`src/rtl/core/grrf_pkg.sv`:
```
// Shared constants, types and helpers for the gateway request and report framer.
package grrf_pkg;

    localparam int WORD_W   = 44;
    localparam int DIGITS   = 14;
    localparam int BCD_W    = 4 * DIGITS;
    localparam int CNT_W    = 6;
    localparam int MEAS_W   = 30;
    localparam int SGL_W    = 32;

    localparam logic [7:0] SYNC_BYTE   = 8'h55;
    localparam logic [7:0] REPORT_HEAD = 8'hAA;
    localparam logic [7:0] REPORT_TAG  = 8'h01;
    localparam logic [7:0] BYTE_ZERO   = 8'h00;

    localparam logic [1:0] CMD_RX     = 2'd0;
    localparam logic [1:0] CMD_MULTI  = 2'd1;
    localparam logic [1:0] CMD_SINGLE = 2'd2;

    typedef struct packed {
        logic       ok;
        logic [7:0] code;
    } rx_status_t;

    function automatic logic [9:0] tri_val(input logic [3:0] d2, input logic [3:0] d1,
                                           input logic [3:0] d0);
        logic [9:0] v;
        v = 10'(d2) * 10'd100 + 10'(d1) * 10'd10 + 10'(d0);
        return v;
    endfunction

    function automatic logic [7:0] pair_val(input logic [3:0] d1, input logic [3:0] d0);
        logic [7:0] v;
        v = 8'(d1) * 8'd10 + 8'(d0);
        return v;
    endfunction

endpackage

```
`src/rtl/core/grrf_rx.sv`:
```
// Request frame receiver: stores frame bytes, checks sync and checksum, latches the code.
module grrf_rx
    import grrf_pkg::*;
(
    input  logic       clk,
    input  logic       rst_n,
    input  logic       rx_en,
    input  logic [7:0] rx_byte,
    input  logic       clear,
    input  logic [2:0] rd_idx,
    output logic [7:0] rd_data,
    output rx_status_t status
);

    logic [7:0] rb_reg [8];
    logic [7:0] rb_next [8];
    logic [3:0] pos_reg, pos_next;
    logic [7:0] pend_reg, pend_next;
    logic [7:0] sum_reg, sum_next;
    logic       ok_reg, ok_next;

    always_comb
    begin
        rb_next   = rb_reg;
        pos_next  = pos_reg;
        pend_next = pend_reg;
        sum_next  = sum_reg;
        ok_next   = 1'b0;
        if (clear)
        begin
            for (int i = 0; i < 8; i++)
                rb_next[i] = 8'd0;
            pos_next  = 4'd0;
            pend_next = 8'd0;
            sum_next  = 8'd0;
        end
        else if (rx_en && pend_reg == 8'd0)
        begin
            if (pos_reg == 4'd0 && rx_byte != SYNC_BYTE)
            begin
                for (int i = 0; i < 8; i++)
                    rb_next[i] = 8'd0;
                pos_next = 4'd0;
                sum_next = 8'd0;
            end
            else
            begin
                rb_next[pos_reg[2:0]] = rx_byte;
                pos_next = pos_reg + 4'd1;
                if (pos_reg == 4'd7)
                begin
                    if (sum_reg != rx_byte || rb_reg[1] == 8'd0)
                    begin
                        for (int i = 0; i < 8; i++)
                            rb_next[i] = 8'd0;
                        pos_next = 4'd0;
                        sum_next = 8'd0;
                    end
                    else
                    begin
                        pend_next = rb_reg[1];
                        ok_next   = 1'b1;
                    end
                end
                else
                begin
                    sum_next = sum_reg + rx_byte;
                end
            end
        end
    end

    always_ff @(posedge clk or negedge rst_n)
    begin
        if (!rst_n)
        begin
            for (int i = 0; i < 8; i++)
                rb_reg[i] <= 8'd0;
            pos_reg  <= 4'd0;
            pend_reg <= 8'd0;
            sum_reg  <= 8'd0;
            ok_reg   <= 1'b0;
        end
        else
        begin
            rb_reg   <= rb_next;
            pos_reg  <= pos_next;
            pend_reg <= pend_next;
            sum_reg  <= sum_next;
            ok_reg   <= ok_next;
        end
    end

    assign rd_data     = rb_reg[rd_idx];
    assign status.ok   = ok_reg;
    assign status.code = pend_reg;

endmodule

```
`src/rtl/core/grrf_b2d.sv`:
```
// Bit-serial binary to BCD converter, one input bit per cycle.
module grrf_b2d
    import grrf_pkg::*;
(
    input  logic              clk,
    input  logic              rst_n,
    input  logic              start,
    input  logic [WORD_W-1:0] word,
    output logic              busy,
    output logic [BCD_W-1:0]  bcd
);

    logic [WORD_W-1:0] src_reg;
    logic [BCD_W-1:0]  bcd_reg, bcd_next;
    logic [CNT_W-1:0]  cnt_reg;
    logic              busy_reg;
    logic [BCD_W-1:0]  adj;

    always_comb
    begin
        for (int i = 0; i < DIGITS; i++)
        begin
            if (bcd_reg[4*i +: 4] >= 4'd5)
                adj[4*i +: 4] = bcd_reg[4*i +: 4] + 4'd3;
            else
                adj[4*i +: 4] = bcd_reg[4*i +: 4];
        end
        bcd_next = {adj[BCD_W-2:0], src_reg[WORD_W-1]};
    end

    always_ff @(posedge clk or negedge rst_n)
    begin
        if (!rst_n)
        begin
            src_reg  <= '0;
            bcd_reg  <= '0;
            busy_reg <= 1'b0;
            cnt_reg  <= '0;
        end
        else if (start)
        begin
            src_reg  <= word;
            bcd_reg  <= '0;
            cnt_reg  <= '0;
            busy_reg <= 1'b1;
        end
        else if (busy_reg)
        begin
            bcd_reg <= bcd_next;
            src_reg <= {src_reg[WORD_W-2:0], 1'b0};
            cnt_reg <= cnt_reg + 1'b1;
            if (cnt_reg == CNT_W'(WORD_W - 1))
                busy_reg <= 1'b0;
        end
    end

    assign busy = busy_reg;
    assign bcd  = bcd_reg;

endmodule

```
`src/rtl/core/gateway_request_and_report_framer_core.sv`:
```
// Top level of the gateway request and report framer.
// A received byte (cmd 0) passes through the S_RX state, and through S_NOTE to one output
// byte when it completes a valid frame. A report converts each measurement word to decimal
// through one shared bit-serial converter and sends one byte per cycle whenever the output
// is free and no conversion runs; a four-record report converts five words, a single-record
// one two. The input is taken again only when the previous request has finished.
module gateway_request_and_report_framer_core
    import grrf_pkg::*;
(
    input  logic              clk,
    input  logic              rst_n,
    input  logic              in_valid,
    output logic              in_ready,
    input  logic [1:0]        cmd,
    input  logic [7:0]        rx_byte,
    input  logic [MEAS_W-1:0] pressure_word,
    input  logic [WORD_W-1:0] glucose_record_1,
    input  logic [WORD_W-1:0] glucose_record_2,
    input  logic [WORD_W-1:0] glucose_record_3,
    input  logic [WORD_W-1:0] glucose_record_4,
    input  logic [SGL_W-1:0]  single_glucose_word,
    input  logic              force_bad_checksum,
    output logic              out_valid,
    input  logic              out_ready,
    output logic              result_kind,
    output logic [7:0]        tx_byte,
    output logic [7:0]        request_code,
    output logic              final_byte
);

    typedef enum logic [2:0] {S_IDLE, S_RX, S_NOTE, S_HDR, S_CONV, S_EMIT, S_SUM} state_t;
    typedef enum logic [1:0] {K_REC, K_PRS, K_SGL} kind_t;

    state_t            state_reg;
    logic [2:0]        k_reg;
    logic [2:0]        wi_reg;
    logic              go_reg;
    logic              multi_reg;
    logic              force_reg;
    logic [7:0]        sum_reg;
    logic [WORD_W-1:0] g_reg [4];
    logic [MEAS_W-1:0] m_reg;
    logic [SGL_W-1:0]  w_reg;
    logic              out_valid_reg;
    logic              kind_reg;
    logic [7:0]        tx_reg;
    logic [7:0]        code_reg;
    logic              final_reg;

    logic              slot;
    logic              emit;
    logic              in_acc;
    logic              rx_en;
    logic              rx_clear;
    logic [7:0]        rd_data;
    rx_status_t        rx_st;
    logic              conv_start;
    logic [WORD_W-1:0] conv_word;
    logic              conv_busy;
    logic [BCD_W-1:0]  bcd;
    kind_t             kind;
    logic [2:0]        last_k;
    logic [7:0]        hdr_byte;
    logic [7:0]        emit_byte;
    logic [9:0]        t_hi, t_mid, t_lo, t_gl;

    assign in_ready   = (state_reg == S_IDLE);
    assign in_acc     = in_valid && in_ready;
    assign slot       = !out_valid_reg || out_ready;
    assign emit       = slot && (state_reg inside {S_NOTE, S_HDR, S_EMIT, S_SUM});
    assign rx_en      = in_acc && cmd == CMD_RX;
    assign rx_clear   = (state_reg == S_SUM) && slot;
    assign conv_start = (state_reg == S_CONV) && go_reg;

    always_comb
    begin
        if (multi_reg)
            kind = (wi_reg == 3'd4) ? K_PRS : K_REC;
        else
            kind = (wi_reg == 3'd0) ? K_SGL : K_PRS;
        case (kind)
            K_REC:   last_k = 3'd6;
            K_PRS:   last_k = 3'd5;
            default: last_k = 3'd1;
        endcase
        case (kind)
            K_REC:   conv_word = g_reg[wi_reg[1:0]];
            K_SGL:   conv_word = WORD_W'(w_reg);
            default: conv_word = WORD_W'(m_reg);
        endcase
    end

    always_comb
    begin
        case (k_reg)
            3'd0:    hdr_byte = REPORT_HEAD;
            3'd1:    hdr_byte = REPORT_TAG;
            3'd7:    hdr_byte = BYTE_ZERO;
            default: hdr_byte = rd_data;
        endcase
    end

    always_comb
    begin
        t_gl  = tri_val(bcd[51:48], bcd[47:44], bcd[43:40]);
        t_hi  = tri_val(bcd[35:32], bcd[31:28], bcd[27:24]);
        t_mid = tri_val(bcd[23:20], bcd[19:16], bcd[15:12]);
        t_lo  = tri_val(bcd[11:8], bcd[7:4], bcd[3:0]);
        emit_byte = BYTE_ZERO;
        case (kind)
            K_REC:
            begin
                case (k_reg)
                    3'd0:    emit_byte = {6'd0, t_gl[9:8]};
                    3'd1:    emit_byte = t_gl[7:0];
                    3'd2:    emit_byte = pair_val(bcd[39:36], bcd[35:32]);
                    3'd3:    emit_byte = pair_val(bcd[31:28], bcd[27:24]);
                    3'd4:    emit_byte = pair_val(bcd[23:20], bcd[19:16]);
                    3'd5:    emit_byte = pair_val(bcd[15:12], bcd[11:8]);
                    3'd6:    emit_byte = pair_val(bcd[7:4], bcd[3:0]);
                    default: emit_byte = BYTE_ZERO;
                endcase
            end
            K_PRS:
            begin
                case (k_reg)
                    3'd0:    emit_byte = {6'd0, t_hi[9:8]};
                    3'd1:    emit_byte = t_hi[7:0];
                    3'd2:    emit_byte = {6'd0, t_mid[9:8]};
                    3'd3:    emit_byte = t_mid[7:0];
                    3'd4:    emit_byte = {6'd0, t_lo[9:8]};
                    3'd5:    emit_byte = t_lo[7:0];
                    default: emit_byte = BYTE_ZERO;
                endcase
            end
            default:
            begin
                case (k_reg)
                    3'd0:    emit_byte = {6'd0, t_hi[9:8]};
                    3'd1:    emit_byte = t_hi[7:0];
                    default: emit_byte = BYTE_ZERO;
                endcase
            end
        endcase
    end

    grrf_rx u_rx (
        .clk     (clk),
        .rst_n   (rst_n),
        .rx_en   (rx_en),
        .rx_byte (rx_byte),
        .clear   (rx_clear),
        .rd_idx  (k_reg),
        .rd_data (rd_data),
        .status  (rx_st)
    );

    grrf_b2d u_b2d (
        .clk   (clk),
        .rst_n (rst_n),
        .start (conv_start),
        .word  (conv_word),
        .busy  (conv_busy),
        .bcd   (bcd)
    );

    always_ff @(posedge clk or negedge rst_n)
    begin
        if (!rst_n)
        begin
            state_reg     <= S_IDLE;
            k_reg         <= 3'd0;
            wi_reg        <= 3'd0;
            go_reg        <= 1'b0;
            multi_reg     <= 1'b0;
            force_reg     <= 1'b0;
            sum_reg       <= 8'd0;
            for (int i = 0; i < 4; i++)
                g_reg[i] <= '0;
            m_reg         <= '0;
            w_reg         <= '0;
            out_valid_reg <= 1'b0;
            kind_reg      <= 1'b0;
            tx_reg        <= 8'd0;
            code_reg      <= 8'd0;
            final_reg     <= 1'b0;
        end
        else
        begin
            if (emit)
                out_valid_reg <= 1'b1;
            else if (out_ready)
                out_valid_reg <= 1'b0;
            case (state_reg)
                S_IDLE:
                begin
                    if (in_valid)
                    begin
                        g_reg[0]  <= glucose_record_1;
                        g_reg[1]  <= glucose_record_2;
                        g_reg[2]  <= glucose_record_3;
                        g_reg[3]  <= glucose_record_4;
                        m_reg     <= pressure_word;
                        w_reg     <= single_glucose_word;
                        force_reg <= force_bad_checksum;
                        multi_reg <= (cmd == CMD_MULTI);
                        k_reg     <= 3'd0;
                        wi_reg    <= 3'd0;
                        sum_reg   <= 8'd0;
                        case (cmd)
                            CMD_RX:     state_reg <= S_RX;
                            CMD_MULTI:  state_reg <= S_HDR;
                            CMD_SINGLE: state_reg <= S_HDR;
                            default:    state_reg <= S_IDLE;
                        endcase
                    end
                end
                S_RX:
                begin
                    state_reg <= rx_st.ok ? S_NOTE : S_IDLE;
                end
                S_NOTE:
                begin
                    if (slot)
                    begin
                        kind_reg      <= 1'b1;
                        tx_reg        <= 8'd0;
                        code_reg      <= rx_st.code;
                        final_reg     <= 1'b1;
                        state_reg     <= S_IDLE;
                    end
                end
                S_HDR:
                begin
                    if (slot)
                    begin
                        kind_reg      <= 1'b0;
                        tx_reg        <= hdr_byte;
                        code_reg      <= 8'd0;
                        final_reg     <= 1'b0;
                        sum_reg       <= sum_reg + hdr_byte;
                        if (k_reg == 3'd7)
                        begin
                            k_reg     <= 3'd0;
                            go_reg    <= 1'b1;
                            state_reg <= S_CONV;
                        end
                        else
                        begin
                            k_reg <= k_reg + 3'd1;
                        end
                    end
                end
                S_CONV:
                begin
                    go_reg <= 1'b0;
                    if (!go_reg && !conv_busy)
                        state_reg <= S_EMIT;
                end
                S_EMIT:
                begin
                    if (slot)
                    begin
                        kind_reg      <= 1'b0;
                        tx_reg        <= emit_byte;
                        code_reg      <= 8'd0;
                        final_reg     <= 1'b0;
                        sum_reg       <= sum_reg + emit_byte;
                        if (k_reg == last_k)
                        begin
                            k_reg <= 3'd0;
                            if (kind == K_PRS)
                            begin
                                state_reg <= S_SUM;
                            end
                            else
                            begin
                                wi_reg    <= wi_reg + 3'd1;
                                go_reg    <= 1'b1;
                                state_reg <= S_CONV;
                            end
                        end
                        else
                        begin
                            k_reg <= k_reg + 3'd1;
                        end
                    end
                end
                S_SUM:
                begin
                    if (slot)
                    begin
                        kind_reg      <= 1'b0;
                        tx_reg        <= sum_reg + {7'd0, force_reg & multi_reg};
                        code_reg      <= 8'd0;
                        final_reg     <= 1'b1;
                        state_reg     <= S_IDLE;
                    end
                end
                default:
                begin
                    state_reg <= S_IDLE;
                end
            endcase
        end
    end

    assign out_valid    = out_valid_reg;
    assign result_kind  = kind_reg;
    assign tx_byte      = tx_reg;
    assign request_code = code_reg;
    assign final_byte   = final_reg;

endmodule

```
`config.mk`:
```
export PLATFORM = sky130hd
export DESIGN_NAME = gateway_request_and_report_framer_core
export DESIGN_NICKNAME = d
export VERILOG_FILES = /design/src/rtl/core/grrf_pkg.sv /design/src/rtl/core/grrf_rx.sv /design/src/rtl/core/grrf_b2d.sv /design/src/rtl/core/gateway_request_and_report_framer_core.sv
export SDC_FILE = /design/constraint.sdc
export NUM_CORES = 1
export LEC_CHECK = 0
export BUFFER_PORTS_ARGS = -buffer_cell sky130_fd_sc_hd__buf_4
export CORE_ASPECT_RATIO = 1.75
export CORE_MARGIN = 4
export CORE_UTILIZATION = 40
export DETAILED_ROUTE_END_ITERATION = 8
export GPL_ROUTABILITY_DRIVEN = 0
export PLACE_DENSITY_LB_ADDON = 0.2
export RECOVER_POWER = 50
export SYNTH_ARGS = -nofsm -noshare
export SYNTH_HDL_FRONTEND = slang
export SYNTH_SLANG_ARGS = --single-unit
export TNS_END_PERCENT = 20
```
`constraint.sdc`:
```
create_clock -name clk -period 7.1 [get_ports clk]
set_input_delay 0.71 -clock clk [delete_from_list [all_inputs] [get_ports clk]]
set_output_delay 0.71 -clock clk [all_outputs]
set_load 0.01 [all_outputs]
```
==> impl_metrics.py, run 1 <==
metrics = {
    "outcome": {
        "outcome": "complete, but fails checks",
        "violations": "max-capacitance violations, max-slew violations",
    },
    "cells_and_area": {
        "n_antenna_cell": 0,
        "final_core_util_pct": 46.74,
        "layout.cell_area.non_filler_sq_um": 31680,
        "max_ffs_per_register": 176,
        "nNetsFinal": 3582,
        "syn2layout_area_growth_pct": 15.31,
        "fraction_of_final_layout_cells_sized_beyond_drive_strength_1_pct": 14.54,
    },
    "placed_design": {
        "dp_hpwl_mm": 55.69,
        "placement.io_buffers": 272,
        "postPlaceCellArea_sq_um": 30290,
    },
    "clocking": {
        "tritoncts_buffer_count": 45,
        "clock_tree.buffer_depth": 3,
        "ctsRootBufferMaster": "sky130_fd_sc_hd__clkbuf_16",
        "cts_tree": "built",
        "clock_tree.htree_level_count": 2,
        "cts-hold-fix-buffers": 0,
        "postCtsSetupBuffers": 0,
        "clkSlewWorstSetupHoldPaths_ns": 0.06,
        "cts.sink_count": 465,
        "clock_insertion_delay_worst_skew_ns": 0.58,
        "post_cts_resized": 0,
    },
    "synth": {
        "synth_area_sq_um": 27480,
        "synth_area_per_cell_sq_um": 9.348,
        "synth.top_cell.area_share_pct": 42.35,
        "yosys.cell_types.count": 78,
        "syn_nets": 3402,
        "ys_ff_latch": 465,
        "synth_top_cells_by_count": "sky130_fd_sc_hd__nand2_1 (841), sky130_fd_sc_hd__dfrtp_1 (465), sky130_fd_sc_hd__ha_1 (180)",
        "synth_area_leader_cell": "sky130_fd_sc_hd__dfrtp_1",
        "synth.most_common_cell": "sky130_fd_sc_hd__nand2_1",
        "count_of_flip_flops_with_a_built_in_enable_after_synthesis": 0,
        "synth_seq_area_share_pct": 42.35,
        "netlist_top_cells_area": "sky130_fd_sc_hd__dfrtp_1 (42%), sky130_fd_sc_hd__nand2_1 (11%), sky130_fd_sc_hd__ha_1 (8.2%), sky130_fd_sc_hd__mux2i_1 (4.9%), sky130_fd_sc_hd__mux4_2 (4.7%)",
        "synth-main-ff-cell": "sky130_fd_sc_hd__dfrtp_1",
        "synth.yosys.warnings": 0,
        "async_flop_share_pct": 100.0,
        "postSynthCellCount": 2939,
    },
    "job": {
        "max_cap_viol_count": 3,
    },
    "die": {
        "fp.dieW_um": 206.1,
        "num_rows": 126,
        "dieArea_sq_um": 73110,
        "die_h_um": 354.7,
        "initial_standard_cell_utilization_of_the_core_pct": 40.53,
        "core-area_sq_um": 67790,
        "top_level_ports": 273,
    },
    "global_route": {
        "global_route.overflow_total": 0,
        "maximum_number_of_pins_on_one_net_before_global_route_repair": 239,
        "first_global_vias": 23465,
        "grt_pass1_wl_mm": 126.2,
        "grt.total_usage_pct": 21.20,
        "antenna_found_initial": 1,
    },
    "critical_path": {
        "cp_data_required_time_ns": 7.56,
        "critPathCaptureType": "register",
        "startpoint_type": "register",
        "path_max_fanout": 7,
        "worstPathArrival_ns": 6.92,
        "setup.worst_path.class": "register to register",
    },
    "sta": {
        "grt_setup_unrepaired": "false",
        "timing.final.setup_violations": 0,
        "fin_setup_tns_ns": 0,
        "timing.final.max_slew_violations": 364,
        "final_cycle_share_pct": 91.03,
        "period_needed_ns": 6.463,
        "max_freq_mhz": 154.7,
        "skew_ns": 0.02168,
        "final_hold_fails": 0,
        "worst_slew_pin_slew_ns": 4.174,
        "finalHoldWorstSlack_ns": 0.1826,
        "maxSlewHeadroom_pct": -178.3,
    },
    "route": {
        "drt_first_pass_iters": 7,
        "routed-via-count": 22008,
        "first_iter_violations": 1436,
        "wire_per_inst_um": 19.23,
        "drtAntennaViolNets": 0,
        "remaining_drc_errors": 0,
        "vias_per_std_cell": 5.441,
        "routed_wl_mm": 77.80,
    },
    "power": {
        "post-layout-total-power_uw": 8575,
        "vdd_ir_drop_max_v": 0.0002198,
        "power.density_cell_area_nw_per_um2": 270.7,
        "power.leakage_uw": 0.01555,
    },
    "hold_path": {
        "timing.hold.worst.class": "primary input to async pin",
    },
}
## per-stage QoR
step                cells  setup slack (ns)
floorplan            2939             1.456
global placement     3968            0.8762
detailed placement   3968            0.8032
CTS                  4045            0.7556
global route         4045            0.2769
finish               4045            0.6367
## final cells by class
type | count | area, sq um
Sequential cell | 465 | 11640
Tap cell | 896 | 1121
Clock buffer | 65 | 1282
Timing Repair Buffer | 298 | 2186
Inverter | 101 | 379.1
Fill cell | 6510 | 36110
Multi-Input combinational cell | 2208 | 14850
Clock inverter | 12 | 224.0
## metal layers
metal	global-route usage (%)	share of wire, %	vias to the layer above
li1	-	-	10419
met1	26.40	40	10785
met2	36.97	51	635
met3	2.824	4.4	167
met4	8.484	4.2	2
met5	0	0.026	-
## layout by cell type, fill, tap and decap left out, types with 9 or more instances in the layout
cell type	Yosys	layout
sky130_fd_sc_hd__fa_1	30	30
sky130_fd_sc_hd__o22ai_1	11	11
sky130_fd_sc_hd__mux2i_1	135	135
sky130_fd_sc_hd__clkbuf_1	130	34
sky130_fd_sc_hd__a21oi_1	94	94
sky130_fd_sc_hd__o21ai_0	134	134
sky130_fd_sc_hd__nor2_2	33	33
sky130_fd_sc_hd__nand2_1	841	840
sky130_fd_sc_hd__clkbuf_16	0	46
sky130_fd_sc_hd__a22oi_1	19	19
sky130_fd_sc_hd__a21o_1	21	21
sky130_fd_sc_hd__o22a_1	60	60
sky130_fd_sc_hd__and2_1	13	12
sky130_fd_sc_hd__xnor2_1	63	63
sky130_fd_sc_hd__nand3_1	48	48
sky130_fd_sc_hd__mux4_2	57	57
sky130_fd_sc_hd__nand2b_1	17	17
sky130_fd_sc_hd__dfrtp_1	465	462
sky130_fd_sc_hd__xor2_1	36	36
sky130_fd_sc_hd__inv_1	99	99
sky130_fd_sc_hd__nor3_1	17	17
sky130_fd_sc_hd__nor2b_1	29	29
sky130_fd_sc_hd__o211ai_1	38	38
sky130_fd_sc_hd__buf_4	0	272
sky130_fd_sc_hd__a211oi_1	21	21
sky130_fd_sc_hd__a31oi_1	9	9
sky130_fd_sc_hd__nor2_1	153	152
sky130_fd_sc_hd__a22o_1	22	22
sky130_fd_sc_hd__ha_1	180	180
## kinds of logic after synthesis
| group | count (synthesis) | share of synthesized area (%) |
|---|---|---|
| DFF | 465 | 42.35 |
| buffers and inverters | 266 | 3.698 |
| xor gates and xnor gates | 99 | 3.156 |
| and+or+nand+nor | 1208 | 18.64 |
| adders and majority gates | 210 | 10.38 |
| muxes | 199 | 9.877 |
| AOI/OAI and AO/OA | 492 | 11.89 |
## power breakdown
part / switching (uW) / internal (uW) / leakage [uW]
logic: 1330 / 910 / 0.00874
registers: 443 / 3370 / 0.00608
clock network: 1050 / 1470 / 0.000733
## worst max-delay path: stages, from the launching register on
cell and delay [ns]:
sky130_fd_sc_hd__dfrtp_1 0.47, sky130_fd_sc_hd__ha_1 0.34, sky130_fd_sc_hd__ha_1 0.24, sky130_fd_sc_hd__fa_1 0.38, sky130_fd_sc_hd__xor2_1 0.30, sky130_fd_sc_hd__ha_1 0.30
sky130_fd_sc_hd__ha_1 0.35, sky130_fd_sc_hd__and3_1 0.17, sky130_fd_sc_hd__a2111o_1 0.44, sky130_fd_sc_hd__a21o_1 0.19, sky130_fd_sc_hd__a21oi_1 0.17, sky130_fd_sc_hd__xnor2_1 0.14
sky130_fd_sc_hd__o221ai_1 0.13, sky130_fd_sc_hd__a211oi_1 0.50, sky130_fd_sc_hd__a21oi_1 0.15, sky130_fd_sc_hd__ha_1 0.33, sky130_fd_sc_hd__a21o_1 0.19, sky130_fd_sc_hd__a2111oi_1 0.58
sky130_fd_sc_hd__o21bai_1 0.13, sky130_fd_sc_hd__a21oi_1 0.28, sky130_fd_sc_hd__xnor2_1 0.14, sky130_fd_sc_hd__a21o_1 0.19, sky130_fd_sc_hd__a21oi_1 0.14, sky130_fd_sc_hd__nand3_1 0.09
## final timing paths
check | from | to | slack [ns] | depth (start not counted)
min in group clk | glucose_record_1[38] | g_reg[170] | 0.32 | 3
max | u_b2d.bcd[5] | sum_reg[7] | 0.64 | 23
max in group asynchronous | rst_n | wi_reg[0] | 1.93 | 2
min | rst_n | g_reg[77] | 0.18 | 1
min reg2reg | force_reg | force_reg | 0.47 | 2
max reg2reg | u_b2d.bcd[5] | sum_reg[7] | 0.64 | 23
No activity file was read; power rests on OpenSTA's default activity.
==> run 2, diff against run 1 <==
Settings changed: BUFFER_PORTS_ARGS -buffer_cell sky130_fd_sc_hd__buf_4 to default, DONT_BUFFER_PORTS from default to 1.
==> impl_metrics.py, run 2 (synthesis results as in run 1) <==
metrics = {
    "outcome": {
        "outcome": "complete, but fails checks",
        "violations": "negative hold slack, max-slew violations",
    },
    "die": {
        "initial_standard_cell_utilization_of_the_core_pct": 40.53,
        "dieArea_sq_um": 73110,
        "fp.dieW_um": 206.1,
        "num_rows": 126,
        "top_level_ports": 273,
        "core-area_sq_um": 67790,
        "die_h_um": 354.7,
    },
    "clocking": {
        "tritoncts_buffer_count": 45,
        "clock_insertion_delay_worst_skew_ns": 0.59,
        "cts_tree": "built",
        "cts.sink_count": 465,
        "clock_tree.htree_level_count": 2,
        "ctsRootBufferMaster": "sky130_fd_sc_hd__clkbuf_16",
        "clkSlewWorstSetupHoldPaths_ns": 0.07,
        "postCtsSetupBuffers": 0,
        "clock_tree.buffer_depth": 3,
        "post_cts_resized": 0,
    },
    "placed_design": {
        "dp_hpwl_mm": 53.50,
        "postPlaceCellArea_sq_um": 28170,
        "placement.io_buffers": 0,
    },
    "sta": {
        "timing.final.setup_violations": 0,
        "maxSlewHeadroom_pct": -4.060,
        "period_needed_ns": 6.294,
        "final_hold_fails": 245,
        "finalHoldWorstSlack_ns": -0.1656,
        "fin_setup_tns_ns": 0,
        "grt_setup_unrepaired": "false",
        "timing.final.max_slew_violations": 87,
        "final_cycle_share_pct": 88.65,
        "worst_slew_pin_slew_ns": 1.561,
        "max_freq_mhz": 158.9,
        "skew_ns": 0.02670,
    },
    "global_route": {
        "grt_pass1_wl_mm": 121.3,
        "global_route.overflow_total": 0,
        "first_global_vias": 22030,
        "grt.total_usage_pct": 20.65,
        "antenna_found_initial": 2,
        "maximum_number_of_pins_on_one_net_before_global_route_repair": 466,
    },
    "critical_path": {
        "cp_data_required_time_ns": 7.56,
        "critPathCaptureType": "register",
        "startpoint_type": "register",
        "setup.worst_path.class": "register to register",
        "path_max_fanout": 7,
        "worstPathArrival_ns": 6.75,
    },
    "cells_and_area": {
        "final_cell_mix": "sky130_fd_sc_hd__nand2_1 (840), sky130_fd_sc_hd__dfrtp_1 (462), sky130_fd_sc_hd__ha_1 (180), sky130_fd_sc_hd__nor2_1 (152), sky130_fd_sc_hd__mux2i_1 (135)",
        "nNetsFinal": 3306,
        "n_antenna_cell": 0,
        "max_ffs_per_register": 176,
        "final_core_util_pct": 43.89,
        "layout.cell_area.non_filler_sq_um": 29750,
        "fillerInstances": 6666,
        "fraction_of_final_layout_cells_sized_beyond_drive_strength_1_pct": 7.334,
        "syn2layout_area_growth_pct": 8.297,
        "commonest_non_fill_non_tap_cell_in_the_layout": "sky130_fd_sc_hd__nand2_1",
    },
    "route": {
        "routed_wl_mm": 75.68,
        "drtAntennaViolNets": 0,
        "vias_per_std_cell": 5.527,
        "remaining_drc_errors": 0,
        "drt_first_pass_iters": 7,
        "wire_per_inst_um": 20.06,
        "routed-via-count": 20855,
        "first_iter_violations": 1208,
    },
    "power": {
        "power.density_cell_area_nw_per_um2": 284.6,
        "power.leakage_uw": 0.01434,
        "vdd_ir_drop_max_v": 0.0003754,
    },
    "hold_path": {
        "timing.hold.worst.class": "primary input to async pin",
    },
    "job": {
        "max_cap_viol_count": 0,
    },
}
[run 2: cell types whose count changed in the layout (fill, tap and decap cells not counted), sizes merged]
cell,previous run,this run
clkinvlp,1,2
clkbuf,88,65
buf,275,22
clkinv,7,9
inv,99,100
[run 2: worst paths after layout]
| check | startpoint | endpoint | slack, ns | depth (start not counted) |
|---|---|---|---|---|
| max | u_b2d.bcd[5] | sum_reg[7] | 0.81 | 23 |
| min | rst_n | g_reg[121] | -0.17 | 0 |
| max reg2reg | u_b2d.bcd[5] | sum_reg[7] | 0.81 | 23 |
| min reg2reg | g_reg[62] | g_reg[62] | 0.47 | 2 |
| max in group asynchronous | rst_n | u_b2d.busy | 5.83 | 0 |
| min in group clk | glucose_record_4[19] | g_reg[19] | 0.23 | 2 |
[run 2: layout make-up]
cell class              instances  area, sq um  share of cell area [%]
multi-input cells            2208        14850                   49.89
flip-flops and latches        465        11640                   39.14
clock buffers                  65         1323                   4.445
well taps                     896         1121                   3.768
inverters                     101        379.1                   1.274
clock inverters                16        264.0                  0.8873
repair buffers                 22        177.7                  0.5971
[run 2: critical path, stage by stage (launching register included)]
cell and delay, ns:
sky130_fd_sc_hd__dfrtp_1 0.47, sky130_fd_sc_hd__ha_1 0.34, sky130_fd_sc_hd__ha_1 0.23, sky130_fd_sc_hd__fa_1 0.38
sky130_fd_sc_hd__xor2_1 0.30, sky130_fd_sc_hd__ha_1 0.30, sky130_fd_sc_hd__ha_1 0.35, sky130_fd_sc_hd__and3_1 0.18
sky130_fd_sc_hd__a2111o_1 0.44, sky130_fd_sc_hd__a21o_1 0.19, sky130_fd_sc_hd__a21oi_1 0.16, sky130_fd_sc_hd__xnor2_1 0.14
sky130_fd_sc_hd__o221ai_1 0.13, sky130_fd_sc_hd__a211oi_1 0.41, sky130_fd_sc_hd__a21oi_1 0.13, sky130_fd_sc_hd__ha_1 0.29
sky130_fd_sc_hd__a21o_1 0.19, sky130_fd_sc_hd__a2111oi_1 0.52, sky130_fd_sc_hd__o21bai_1 0.12, sky130_fd_sc_hd__a21oi_1 0.32
sky130_fd_sc_hd__xnor2_1 0.15, sky130_fd_sc_hd__a21o_1 0.19, sky130_fd_sc_hd__a21oi_1 0.14, sky130_fd_sc_hd__nand3_1 0.09
[run 2: through the flow]
stage	setup WS (ns)	power, uW	std cells
6_report	0.8062	8470	3773
5_1_grt	0.4014	9022	3773
4_1_cts	0.7969	8580	3773
3_5_place_dp	0.8339	5937	3692
3_3_place_gp	0.8608	5844	3692
2_1_floorplan	1.456	5309	2939
[run 2: routing by layer]
metal,track usage [%],vias to the layer above,wire (um)
li1,-,9857,-
met1,24.35,10279,29280
met2,35.94,544,38540
met3,4.323,171,4248
met4,9.217,4,3589
met5,0,-,23
[run 2: report_power, final]
part	internal, uW	leakage, uW	switching (uW)
clock network	1520	0.000774	1080
logic	811	0.00749	1220
registers	3370	0.00608	468
